$ cat src/hw/rtl/fts_pkg.sv
// ----------------------------------------------------------------------------
// fts_pkg
// Shared widths, codes and types of the fair thread-priority scheduler.
// ----------------------------------------------------------------------------
package fts_pkg;

    localparam int MASK_W          = 16;
    localparam int THREAD_W        = 4;
    localparam int NUM_THREADS_DEF = 16;

    localparam logic MODE_UPDATE = 1'b0;
    localparam logic MODE_QUERY  = 1'b1;

    typedef enum logic [2:0] {
        ST_IDLE  = 3'b001,
        ST_SWEEP = 3'b010,
        ST_DONE  = 3'b100
    } t_state;

    // Control for one pass of the row unit.
    typedef struct packed {
        logic upd;     // update request with a thread inside the table
        logic is_t;    // this row belongs to the taken thread
        logic exists;  // this row's thread has yielded at least once
        logic yield;   // the taken step was a yield
    } t_row_ctl;

endpackage

$ cat src/hw/rtl/fts_row_unit.sv
// ----------------------------------------------------------------------------
// fts_row_unit
// Next value of one thread's row: priority row and its E, D and S sets.
// ----------------------------------------------------------------------------
module fts_row_unit
    import fts_pkg::*;
#(
    parameter int ROW_W = MASK_W
) (
    input  t_row_ctl           i_ctl,
    input  logic [ROW_W-1:0]   i_tbit,
    input  logic [ROW_W-1:0]   i_prev,
    input  logic [ROW_W-1:0]   i_curr,
    input  logic [ROW_W-1:0]   i_p,
    input  logic [ROW_W-1:0]   i_e,
    input  logic [ROW_W-1:0]   i_d,
    input  logic [ROW_W-1:0]   i_s,
    output logic [ROW_W-1:0]   o_p,
    output logic [ROW_W-1:0]   o_e,
    output logic [ROW_W-1:0]   o_d,
    output logic [ROW_W-1:0]   o_s
);

    logic [ROW_W-1:0] p1;
    logic [ROW_W-1:0] e1;
    logic [ROW_W-1:0] d1;
    logic [ROW_W-1:0] s1;

    always_comb begin
        p1 = i_p & ~i_tbit;
        e1 = i_ctl.exists ? (i_e & i_curr) : i_e;
        s1 = i_ctl.exists ? (i_s | i_tbit) : i_s;
        d1 = (i_ctl.is_t && i_ctl.exists) ? (i_d | (i_prev & ~i_curr)) : i_d;

        if (!i_ctl.upd) begin
            o_p = i_p;
            o_e = i_e;
            o_d = i_d;
            o_s = i_s;
        end else if (i_ctl.is_t && i_ctl.yield) begin
            // The yielding thread now waits for everything it may have starved.
            o_p = p1 | ((e1 | d1) & ~s1);
            o_e = i_curr;
            o_d = '0;
            o_s = '0;
        end else begin
            o_p = p1;
            o_e = e1;
            o_d = d1;
            o_s = s1;
        end
    end

endmodule

$ cat src/hw/rtl/fair_thread_priority_scheduler.sv
// ----------------------------------------------------------------------------
// fair_thread_priority_scheduler
// Keeps the thread priority relation of a fair scheduler and answers queries.
// ----------------------------------------------------------------------------
// Channel  Direction  Handshake           Payload
// request  in         i_valid / o_stall   i_mode, i_thread, i_was_yield,
//                                         i_prev_enabled, i_curr_enabled
// result   out        o_valid / i_stall   o_fairly_enabled, o_fair_mask
//
// Every request sweeps the thread table one row per cycle through the shared
// row unit. The result is valid once every row has been read from the table,
// whose read data is registered, and written back through the row unit.
// The block takes one request at a time; o_stall stays high until the result
// is taken. Reset is synchronous and leaves the table reading as all zero.
// ----------------------------------------------------------------------------
module fair_thread_priority_scheduler
    import fts_pkg::*;
#(
    parameter int NUM_THREADS = NUM_THREADS_DEF
) (
    input  logic                i_clk,
    input  logic                i_rst_n,
    input  logic                i_valid,
    output logic                o_stall,
    input  logic                i_mode,
    input  logic [THREAD_W-1:0] i_thread,
    input  logic                i_was_yield,
    input  logic [MASK_W-1:0]   i_prev_enabled,
    input  logic [MASK_W-1:0]   i_curr_enabled,
    output logic                o_valid,
    input  logic                i_stall,
    output logic                o_fairly_enabled,
    output logic [MASK_W-1:0]   o_fair_mask
);

    // Masks are 16 bits wide and thread numbers 4 bits, so no more rows can be used.
    localparam int ROW_W = (NUM_THREADS < MASK_W) ? NUM_THREADS : MASK_W;
    localparam int IDX_W = (ROW_W > 1) ? $clog2(ROW_W) : 1;
    localparam int ENT_W = 4 * ROW_W;
    localparam logic [IDX_W-1:0] LAST_IDX = IDX_W'(ROW_W - 1);

    t_state               r_state;
    t_state               n_state;
    logic                 r_mode;
    logic [THREAD_W-1:0]  r_thr;
    logic                 r_thr_ok;
    logic                 r_yield;
    logic [ROW_W-1:0]     r_prev;
    logic [ROW_W-1:0]     r_curr;
    logic [IDX_W-1:0]     r_rd_idx;
    logic                 r_rd_go;
    logic [IDX_W-1:0]     r_wr_idx;
    logic                 r_wr_go;
    logic [ENT_W-1:0]     r_mem [ROW_W];
    logic [ENT_W-1:0]     r_rd_data;
    logic                 r_rd_vld;
    logic [ROW_W-1:0]     r_vld;
    logic [ROW_W-1:0]     r_exists;
    logic                 r_fe;
    logic [ROW_W-1:0]     r_fair;

    logic                 accept;
    logic                 thr_in_range;
    logic [IDX_W-1:0]     thr_idx;
    logic [ROW_W-1:0]     tbit;
    logic                 is_t;
    logic                 do_write;
    t_row_ctl             row_ctl;
    logic [ROW_W-1:0]     rd_p;
    logic [ROW_W-1:0]     rd_e;
    logic [ROW_W-1:0]     rd_d;
    logic [ROW_W-1:0]     rd_s;
    logic [ROW_W-1:0]     nx_p;
    logic [ROW_W-1:0]     nx_e;
    logic [ROW_W-1:0]     nx_d;
    logic [ROW_W-1:0]     nx_s;

    assign o_stall          = (r_state != ST_IDLE);
    assign accept           = i_valid && !o_stall;
    assign o_valid          = (r_state == ST_DONE);
    assign o_fairly_enabled = r_fe;
    assign o_fair_mask      = MASK_W'(r_fair);

    assign thr_in_range = ({1'b0, i_thread} < (THREAD_W + 1)'(ROW_W));
    assign thr_idx      = r_thr[IDX_W-1:0];
    assign tbit         = ROW_W'(1) << thr_idx;
    assign is_t         = (r_wr_idx == thr_idx);

    // A row never written since reset reads as all zero.
    assign rd_p = r_rd_vld ? r_rd_data[4*ROW_W-1 -: ROW_W] : '0;
    assign rd_e = r_rd_vld ? r_rd_data[3*ROW_W-1 -: ROW_W] : '0;
    assign rd_d = r_rd_vld ? r_rd_data[2*ROW_W-1 -: ROW_W] : '0;
    assign rd_s = r_rd_vld ? r_rd_data[ROW_W-1 -: ROW_W]   : '0;

    assign row_ctl.upd    = (r_mode == MODE_UPDATE) && r_thr_ok;
    assign row_ctl.is_t   = is_t;
    assign row_ctl.exists = r_exists[r_wr_idx];
    assign row_ctl.yield  = r_yield;

    assign do_write = r_wr_go && row_ctl.upd;

    fts_row_unit #(
        .ROW_W (ROW_W)
    ) u_row (
        .i_ctl  (row_ctl),
        .i_tbit (tbit),
        .i_prev (r_prev),
        .i_curr (r_curr),
        .i_p    (rd_p),
        .i_e    (rd_e),
        .i_d    (rd_d),
        .i_s    (rd_s),
        .o_p    (nx_p),
        .o_e    (nx_e),
        .o_d    (nx_d),
        .o_s    (nx_s)
    );

    always_comb begin
        n_state = r_state;
        case (r_state)
            ST_IDLE: begin
                if (accept) begin
                    n_state = ST_SWEEP;
                end
            end
            ST_SWEEP: begin
                if (r_wr_go && (r_wr_idx == LAST_IDX)) begin
                    n_state = ST_DONE;
                end
            end
            ST_DONE: begin
                if (!i_stall) begin
                    n_state = ST_IDLE;
                end
            end
            default: begin
                n_state = ST_IDLE;
            end
        endcase
    end

    // Row table: one read and one write port, read data registered.
    always_ff @(posedge i_clk) begin
        r_rd_data <= r_mem[r_rd_idx];
        if (do_write) begin
            r_mem[r_wr_idx] <= {nx_p, nx_e, nx_d, nx_s};
        end
    end

    always_ff @(posedge i_clk) begin
        if (!i_rst_n) begin
            r_state  <= ST_IDLE;
            r_rd_go  <= 1'b0;
            r_wr_go  <= 1'b0;
            r_rd_vld <= 1'b0;
            r_vld    <= '0;
            r_exists <= '0;
        end else begin
            r_state  <= n_state;
            r_rd_vld <= r_vld[r_rd_idx];
            r_wr_go  <= r_rd_go;
            if (accept) begin
                r_rd_go <= 1'b1;
            end else if (r_rd_go && (r_rd_idx == LAST_IDX)) begin
                r_rd_go <= 1'b0;
            end
            if (do_write) begin
                r_vld[r_wr_idx] <= 1'b1;
                if (is_t && r_yield) begin
                    r_exists[r_wr_idx] <= 1'b1;
                end
            end
        end
    end

    always_ff @(posedge i_clk) begin
        if (accept) begin
            r_mode   <= i_mode;
            r_thr    <= i_thread;
            r_thr_ok <= thr_in_range;
            r_yield  <= i_was_yield;
            r_prev   <= i_prev_enabled[ROW_W-1:0];
            r_curr   <= i_curr_enabled[ROW_W-1:0];
            r_rd_idx <= '0;
            r_fe     <= (i_mode == MODE_QUERY);
            r_fair   <= '0;
        end else begin
            if (r_rd_go && (r_rd_idx != LAST_IDX)) begin
                r_rd_idx <= r_rd_idx + 1'b1;
            end
            if (r_wr_go) begin
                r_fair[r_wr_idx] <= r_curr[r_wr_idx] && ((nx_p & r_curr) == '0);
                if ((r_mode == MODE_QUERY) && r_thr_ok && is_t) begin
                    r_fe <= ((rd_p & r_curr) == '0);
                end
            end
        end
        r_wr_idx <= r_rd_idx;
    end

endmodule

$ cat config.mk
export PLATFORM = sky130hd
export DESIGN_NAME = fair_thread_priority_scheduler
export DESIGN_NICKNAME = d
export VERILOG_FILES = /design/src/hw/rtl/fts_pkg.sv /design/src/hw/rtl/fts_row_unit.sv /design/src/hw/rtl/fair_thread_priority_scheduler.sv
export SDC_FILE = /design/constraint.sdc
export NUM_CORES = 1
export LEC_CHECK = 0
export ABC_AREA = 1
export BUFFER_PORTS_ARGS = -buffer_cell sky130_fd_sc_hd__buf_2
export CELL_PAD_IN_SITES_DETAIL_PLACEMENT = 1
export CELL_PAD_IN_SITES_GLOBAL_PLACEMENT = 2
export CORE_MARGIN = 8
export CORE_UTILIZATION = 45
export DETAILED_ROUTE_END_ITERATION = 7
export GPL_TIMING_DRIVEN = 0
export MAX_ROUTING_LAYER = met4
export PLACE_DENSITY_LB_ADDON = 0.1
export SKIP_CTS_REPAIR_TIMING = 1
export SLEW_MARGIN = 20
export SYNTH_ARGS = -nofsm -noshare
export SYNTH_HDL_FRONTEND = slang
export SYNTH_SLANG_ARGS = --single-unit
$ cat constraint.sdc
create_clock -name i_clk -period 5.8 [get_ports i_clk]
set_input_delay 0.87 -clock i_clk [delete_from_list [all_inputs] [get_ports i_clk]]
set_output_delay 0.87 -clock i_clk [all_outputs]
set_load 0.005 [all_outputs]
### Yosys cells after proc, flatten, opt, wreduce, memory -nomap -nowiden

Memories as Yosys holds them, arrays and structs flattened. A register that Yosys moved wholly into a read port is not among the register bits.
Index checks and enable logic that the tools add are counted.

* add/sub/neg operators: 1
* shifts and indexed selects: 1
* order comparisons: 3
* reduce and logical (&&, ||, !) cells: 19
* bitwise logic cells: 16
* equality and inequality tests: 11
* mux-type cells: 35

Operators with widths (number)
* $mux 16: 15
* $and 16x16->16: 6
* $or 16x16->16: 6
* $not 16->16: 3
* $logic_not 16->1: 2
* $bwmux 16: 1
* $shl 1x4->16 const A: 1
* $bmux 1 s4: 3
* $mux 1: 11
* $logic_and 1x1->1: 10
* $lt 4x5->1 const B: 2
* $mux 3: 3
* $pmux 3 s3: 1
* $eq 4x4->1 const B: 2
* $ne 2x2->1 const B: 3
* $reduce_bool 2->1: 3
* $add 4x1->4 const B: 1
* $demux 1 s4: 1
* $eq 4x4->1: 1
* $ge 4x1->1 const B: 1
* $ne 4x4->1 const B: 1
* $reduce_and 2->1: 2
* $eq 3x1->1 const B: 1
* $eq 3x2->1 const B: 1
* other kinds (5): 5

* output and inout bits: 19
* RAM bits: 1024
* memories: 1
* bits of input ports: 42
* flip-flop bits (word level): 101

Memories
* r_mem: words 16, bits a word 64, rd ports 1, clocked after memory_dff 1, write ports 1, line fair_thread_priority_scheduler.sv:54 `logic [ENT_W-1:0] r_mem [ROW_W];`

### Logic depth before layout (Yosys ltp)

* word-level depth: 13
* gate-level depth with buffers: 23

### Modules after synthesis

A second synthesis with hierarchy kept.

* cells, all modules: 3930
* area total of the unflattened synthesis: 46930.0 um2

Modules (own cells, without submodules)
* fair_thread_priority_scheduler: instances 1, area an instance 45187.1 um2, cells each 3553, sequential area each 34443.0 um2
* fts_row_unit: instances 1, area an instance 1742.9 um2, cells each 377, sequential area each 0.0 um2

### Worst setup path after synthesis

Ideal clock, no wire load.

* kind: flip-flop to flip-flop
* start: register r_mode
* end: memory r_mem[12][0] in the netlist's numbering (enable)
* data required time: 5311 ps
* slack: 1696 ps
* stages on the path, launching flop included: 5
* path buffers: 1
* arrival: 3615 ps
* clock period less this slack: 4104 ps
* path through: edfxtp_1 inv_1 clkbuf_1 nand2_1 nor2_1

* longest elaborated chain between the ends: 4

RTL lines
* start: declaration: line fair_thread_priority_scheduler.sv:44 `logic r_mode;`
* start signal: assignment: line fair_thread_priority_scheduler.sv:179 `r_mode <= i_mode;`
* $not 1->1: line fair_thread_priority_scheduler.sv:95 `assign row_ctl.upd = (r_mode == MODE_UPDATE) && r_thr_ok;`
* $logic_and 1x1->1: line fair_thread_priority_scheduler.sv:100 `assign do_write = r_wr_go && row_ctl.upd;`
* $mux 1: line fair_thread_priority_scheduler.sv:146 `if (do_write) begin`
* $mux 1 (implied by the code): line fair_thread_priority_scheduler.sv:147 `r_mem[r_wr_idx] <= {nx_p, nx_e, nx_d, nx_s};`
* end: declaration: line fair_thread_priority_scheduler.sv:54

Every way passes these cells.

### Final worst setup path

* start: register r_thr[1]
* end: memory r_mem[14][23] in the netlist's numbering, data pin

* longest elaborated chain between the ends: 5
* elaborated cells between the ends (all ways): 6
* classes of those cells: eq/ne (1); mux (3); reduce/logical (2)

RTL lines
* start: declaration: line fair_thread_priority_scheduler.sv:45 `logic [THREAD_W-1:0] r_thr;`
* start signal: assignment: line fair_thread_priority_scheduler.sv:180 `r_thr <= i_thread;`
* $eq 4x4->1 *: line fair_thread_priority_scheduler.sv:87 `assign is_t = (r_wr_idx == thr_idx);`
* $logic_and 1x1->1: line fts_row_unit.sv:33 `d1 = (i_ctl.is_t && i_ctl.exists) ? (i_d | (i_prev & ~i_curr)) : i_d;`
* $mux 16: line fts_row_unit.sv:33
* $mux 16 *: line fts_row_unit.sv:40 `end else if (i_ctl.is_t && i_ctl.yield) begin`
* $mux 16 *: line fts_row_unit.sv:35 `if (!i_ctl.upd) begin`
* net nx_d[7]: line fair_thread_priority_scheduler.sv:75 `logic [ROW_W-1:0] nx_d;`

Mark *: on every way through the listed nets, which the timed path passes. The rest lies on a longest branch.

==> run summary <==
Die Wd = 338.0 microns
Die span in y = 338.0 microns
Final number of hold-violating endpoints = 0
Core area = 0.1032 sq mm
Biggest fanout along the worst timing path = 16
Sequential cell area fraction in the yosys report = 73.81%
Residual overflow from global routing = 0
Mean instance size in the synthesized netlist = 12.92 sq um
Max-capacitance violation count = 0
Placed inst area = 0.04980 sq mm
Clock Skews = 0.02215 ns
Clock transition time at the flip-flop clock pins of the worst setup and hold paths = 0.06 ns
Average routed wire per standard cell = 31.47 microns
Launching element type of the critical path = flop
Most used flip-flop cell after synthesis = sky130_fd_sc_hd__edfxtp_1
Number of max-slew violations in the final report = 0
Final Cell Area = 0.05391 sq mm
Slew HR = 18.39%
Bufs on Longest Clock Path = 3
TritonCTS clock tree = done
Number of warning messages in the yosys log = 0
GPL Wtd Cong = 0.9480
LEAKAGE = 0.01817 uW
Insertion delay to the later sink of the worst-skew pair = 0.72 ns
Worst Hold Class = input pin to flop
Internal power component = 16870 uW
Die Footprint = 0.1143 sq mm
Starting DRC count in detailed routing = 3385
Share of synthesized registers carrying an async set or reset = 0%
Overall global routing resource usage = 29.88%
Clock Sink Count = 1189
Instance count of the mapped netlist = 3612
Highest clock frequency the design can meet = 0.2452 GHz
Net count of the mapped netlist = 3655
Largest net degree at the start of global routing = 41
Power density over the cells = 490.9 mW/mm^2
Net switching share of the total power = 36.27%
Post-synthesis to final-layout area growth = 15.52%
Antenna violations before repair = 8
Share of post-route cells with drive strength above 1 = 10.21%
Global-route wire length before repair = 238100 microns
CTS Buf Count = 120
Share of the synthesized area in compound gates (AO/OA/AOI/OAI) = 10.50%
Total of flip-flops plus latches after synthesis = 1189
Setup Slack @ Placement = 1.611 ns
Final WL = 167700 microns
Number of placement rows = 118
Clock power frac = 30.2%
Synth top area share = 68.40%
Total of endpoints with negative setup slack in the final report = 0
Final core utilization = 52.24%
IO Pins = 61
Number of enable flip-flop cells after synthesis = 1063
Transition at the pin with the smallest max-transition slack = 1.224 ns
Largest cells by area after synthesis = sky130_fd_sc_hd__edfxtp_1 68%, sky130_fd_sc_hd__dfxtp_1 5.4%, sky130_fd_sc_hd__nor2_1 5.4%
Net total in the final layout = 3884
Min cycle time layout = 4.078 ns
Remaining design rule violation count = 0
Area of the mapped netlist = 0.04667 sq mm
Combinational share of power = 29.8%
Worst setup path category = flop to flop
Initial standard-cell utilization of the core = 45.22%
Number of vias per cell after detailed routing = 6.033
Cell taking the most area after synthesis = sky130_fd_sc_hd__edfxtp_1
Required time at the worst-slack endpoint = 6.18 ns
Type of destination of the critical path = flop
Status = finished, final reports clean
Post-detailed-placement half-perimeter wirelength = 120400 microns
Post-synthesis share of cell area spent on and, or, nand and nor gates = 10.50%
Setup repair after global routing missed its margin = false
Count of H-tree levels built during CTS = 3
Vias in the first global route = 33270
Final worst slack = 1.722 ns
Arrival time of the worst setup path = 4.46 ns
Fill cell instance count of the final layout = 10270
Total of buffers placed on input and output ports = 59
Number of nets still failing antenna checks after routing = 0
Root Buffer Master = sky130_fd_sc_hd__clkbuf_16
Share of the clock period used by the worst path after layout = 70.30%
Net load switching power = 9597 uW
Vias post-DR = 32140
Xor/xnor cell area share of the yosys netlist = 0.03754%
Maximum vdd ir drop = 348.9 uV
Seq pwr share = 40.0%
Total power of the final layout = 26460 uW
Detailed-routing iteration count for the pre-antenna-repair pass = 5
Combinational family with the most area after synthesis = compound AO/OA/AOI/OAI gates
Fraction of synthesized area in multiplexers = 2.231%
Count of distinct cell types in the synthesized netlist = 41
Post-synthesis share of cell area spent on full adders, half adders and majority gates = 0.02681%
-- worst max-delay path, cell delays in order, from the launching register on --
cell and delay, ns:
sky130_fd_sc_hd__edfxtp_1 0.56, sky130_fd_sc_hd__inv_1 0.23, sky130_fd_sc_hd__nand2_1 0.10, sky130_fd_sc_hd__a21oi_1 0.08, sky130_fd_sc_hd__nand2_2 0.29, sky130_fd_sc_hd__nor2_4 0.15, sky130_fd_sc_hd__nand2_2 0.19, sky130_fd_sc_hd__buf_6 0.17
sky130_fd_sc_hd__clkbuf_1 0.65, sky130_fd_sc_hd__clkbuf_1 0.47, sky130_fd_sc_hd__nand2_1 0.13, sky130_fd_sc_hd__a21oi_2 0.69
-- cells in the mapped netlist, types with 5 or more instances --
| cell type | number |
|---|---|
| sky130_fd_sc_hd__edfxtp_1 | 1063 |
| sky130_fd_sc_hd__nor2_1 | 669 |
| sky130_fd_sc_hd__nand2_1 | 385 |
| sky130_fd_sc_hd__o21ai_0 | 314 |
| sky130_fd_sc_hd__clkbuf_1 | 191 |
| sky130_fd_sc_hd__nand3_1 | 160 |
| sky130_fd_sc_hd__o32ai_1 | 153 |
| sky130_fd_sc_hd__dfxtp_1 | 126 |
| sky130_fd_sc_hd__o221ai_1 | 119 |
| sky130_fd_sc_hd__inv_1 | 105 |
| sky130_fd_sc_hd__mux2i_1 | 104 |
| sky130_fd_sc_hd__a21oi_1 | 51 |
| sky130_fd_sc_hd__buf_1 | 33 |
| sky130_fd_sc_hd__o211ai_1 | 26 |
| sky130_fd_sc_hd__o22ai_1 | 13 |
| sky130_fd_sc_hd__o21ai_1 | 12 |
| sky130_fd_sc_hd__o21bai_1 | 11 |
| sky130_fd_sc_hd__a21oi_2 | 10 |
| sky130_fd_sc_hd__a211oi_1 | 7 |
| sky130_fd_sc_hd__buf_2 | 6 |
| sky130_fd_sc_hd__o21a_1 | 6 |
| sky130_fd_sc_hd__inv_2 | 5 |
| sky130_fd_sc_hd__nand4_1 | 5 |
-- state kept, by name (all words and copies together), names as in the netlist, 3 cells and up --
| register | flops |
|---|---|
| r_mem | 1024 |
| r_rd_data | 64 |
| o_fair_mask | 16 |
| r_curr | 16 |
| r_exists | 16 |
| r_prev | 16 |
| r_vld | 16 |
| r_rd_idx | 4 |
| r_thr | 4 |
| r_wr_idx | 4 |
| r_state | 3 |
-- logic make-up (layout without fill, tap and decap cells) --
family	Yosys count	count (layout)
other	0	1
AO/OA/AOI/OAI	733	733
multiplexers	104	104
adder cells (fa/ha/maj)	1	1
buffers and inverters	348	683
XOR/XNOR	2	2
flip-flops	1189	1189
AND/OR/NAND/NOR	1235	1235
-- routing by layer --
metal | GRT usage [%] | wire length (microns)
met4 | 9.666 | 5493
met2 | 47.72 | 80020
met3 | 3.525 | 9638
met5 | - | 0
met1 | 40.17 | 72520
-- placed cells by master, fill, tap and decap left out, types with 27 or more instances in the layout --
cell type	Yosys	final
sky130_fd_sc_hd__clkbuf_1	191	198
sky130_fd_sc_hd__clkbuf_16	0	123
sky130_fd_sc_hd__buf_2	6	66
sky130_fd_sc_hd__nor2_1	669	667
sky130_fd_sc_hd__o221ai_1	119	106
sky130_fd_sc_hd__buf_1	33	32
sky130_fd_sc_hd__nand2_1	385	385
sky130_fd_sc_hd__clkinv_2	0	27
sky130_fd_sc_hd__edfxtp_1	1063	1063
sky130_fd_sc_hd__inv_1	105	90
sky130_fd_sc_hd__a21oi_1	51	38
sky130_fd_sc_hd__dfxtp_1	126	126
sky130_fd_sc_hd__mux2i_1	104	104
sky130_fd_sc_hd__o21ai_0	314	301
sky130_fd_sc_hd__o32ai_1	153	153
sky130_fd_sc_hd__nand3_1	160	160
-- power groups by stage --
| stage | Clock, uW | Sequential, uW | Combinational (uW) |
|---|---|---|---|
| floorplan | 0 | 10500 | 4100 |
| global placement | 0 | 10800 | 7240 |
| detailed placement | 0 | 10800 | 7750 |
| CTS | 8080 | 10600 | 7800 |
| finish | 7980 | 10600 | 7890 |
| global route | 8350 | 10600 | 8320 |
-- final cells by class --
| cell class | count | area (sq um) | area share [%] |
|---|---|---|---|
| flip-flops and latches | 1189 | 34440 | 63.89 |
| well taps | 1380 | 1727 | 3.203 |
| inverters | 111 | 461.7 | 0.8564 |
| plain buffers | 237 | 955.9 | 1.773 |
| clock buffers | 159 | 3373 | 6.257 |
| multi-input cells | 2075 | 11080 | 20.55 |
| clock inverters | 69 | 699.4 | 1.297 |
| diodes | 1 | 2.502 | 0.004642 |
| repair buffers | 107 | 1166 | 2.163 |
-- final timing paths --
| path | end | from | slack (ns) | cells after the start |
|---|---|---|---|---|
| worst max-delay path | r_mem[14][23] | r_thr[1] | 1.72 | 11 |
| worst min-delay path | r_curr[1] | i_curr_enabled[1] | 0.33 | 1 |
| worst max register to register | r_mem[14][23] | r_thr[1] | 1.72 | 11 |
| worst min register to register | r_wr_idx[1] | r_rd_idx[1] | 0.39 | 0 |
-- metrics by stage --
stage	hold slack [ns]	setup TNS, ns	instances
after floorplan	0.3529	0	3612
after global placement	0.3678	-240.83	5051
after detailed placement	0.3795	0	5099
after CTS	0.2898	0	5327
after global routing	0.3141	0	5327
final	0.3268	0	5328
(Power assumes the default switching activity.)
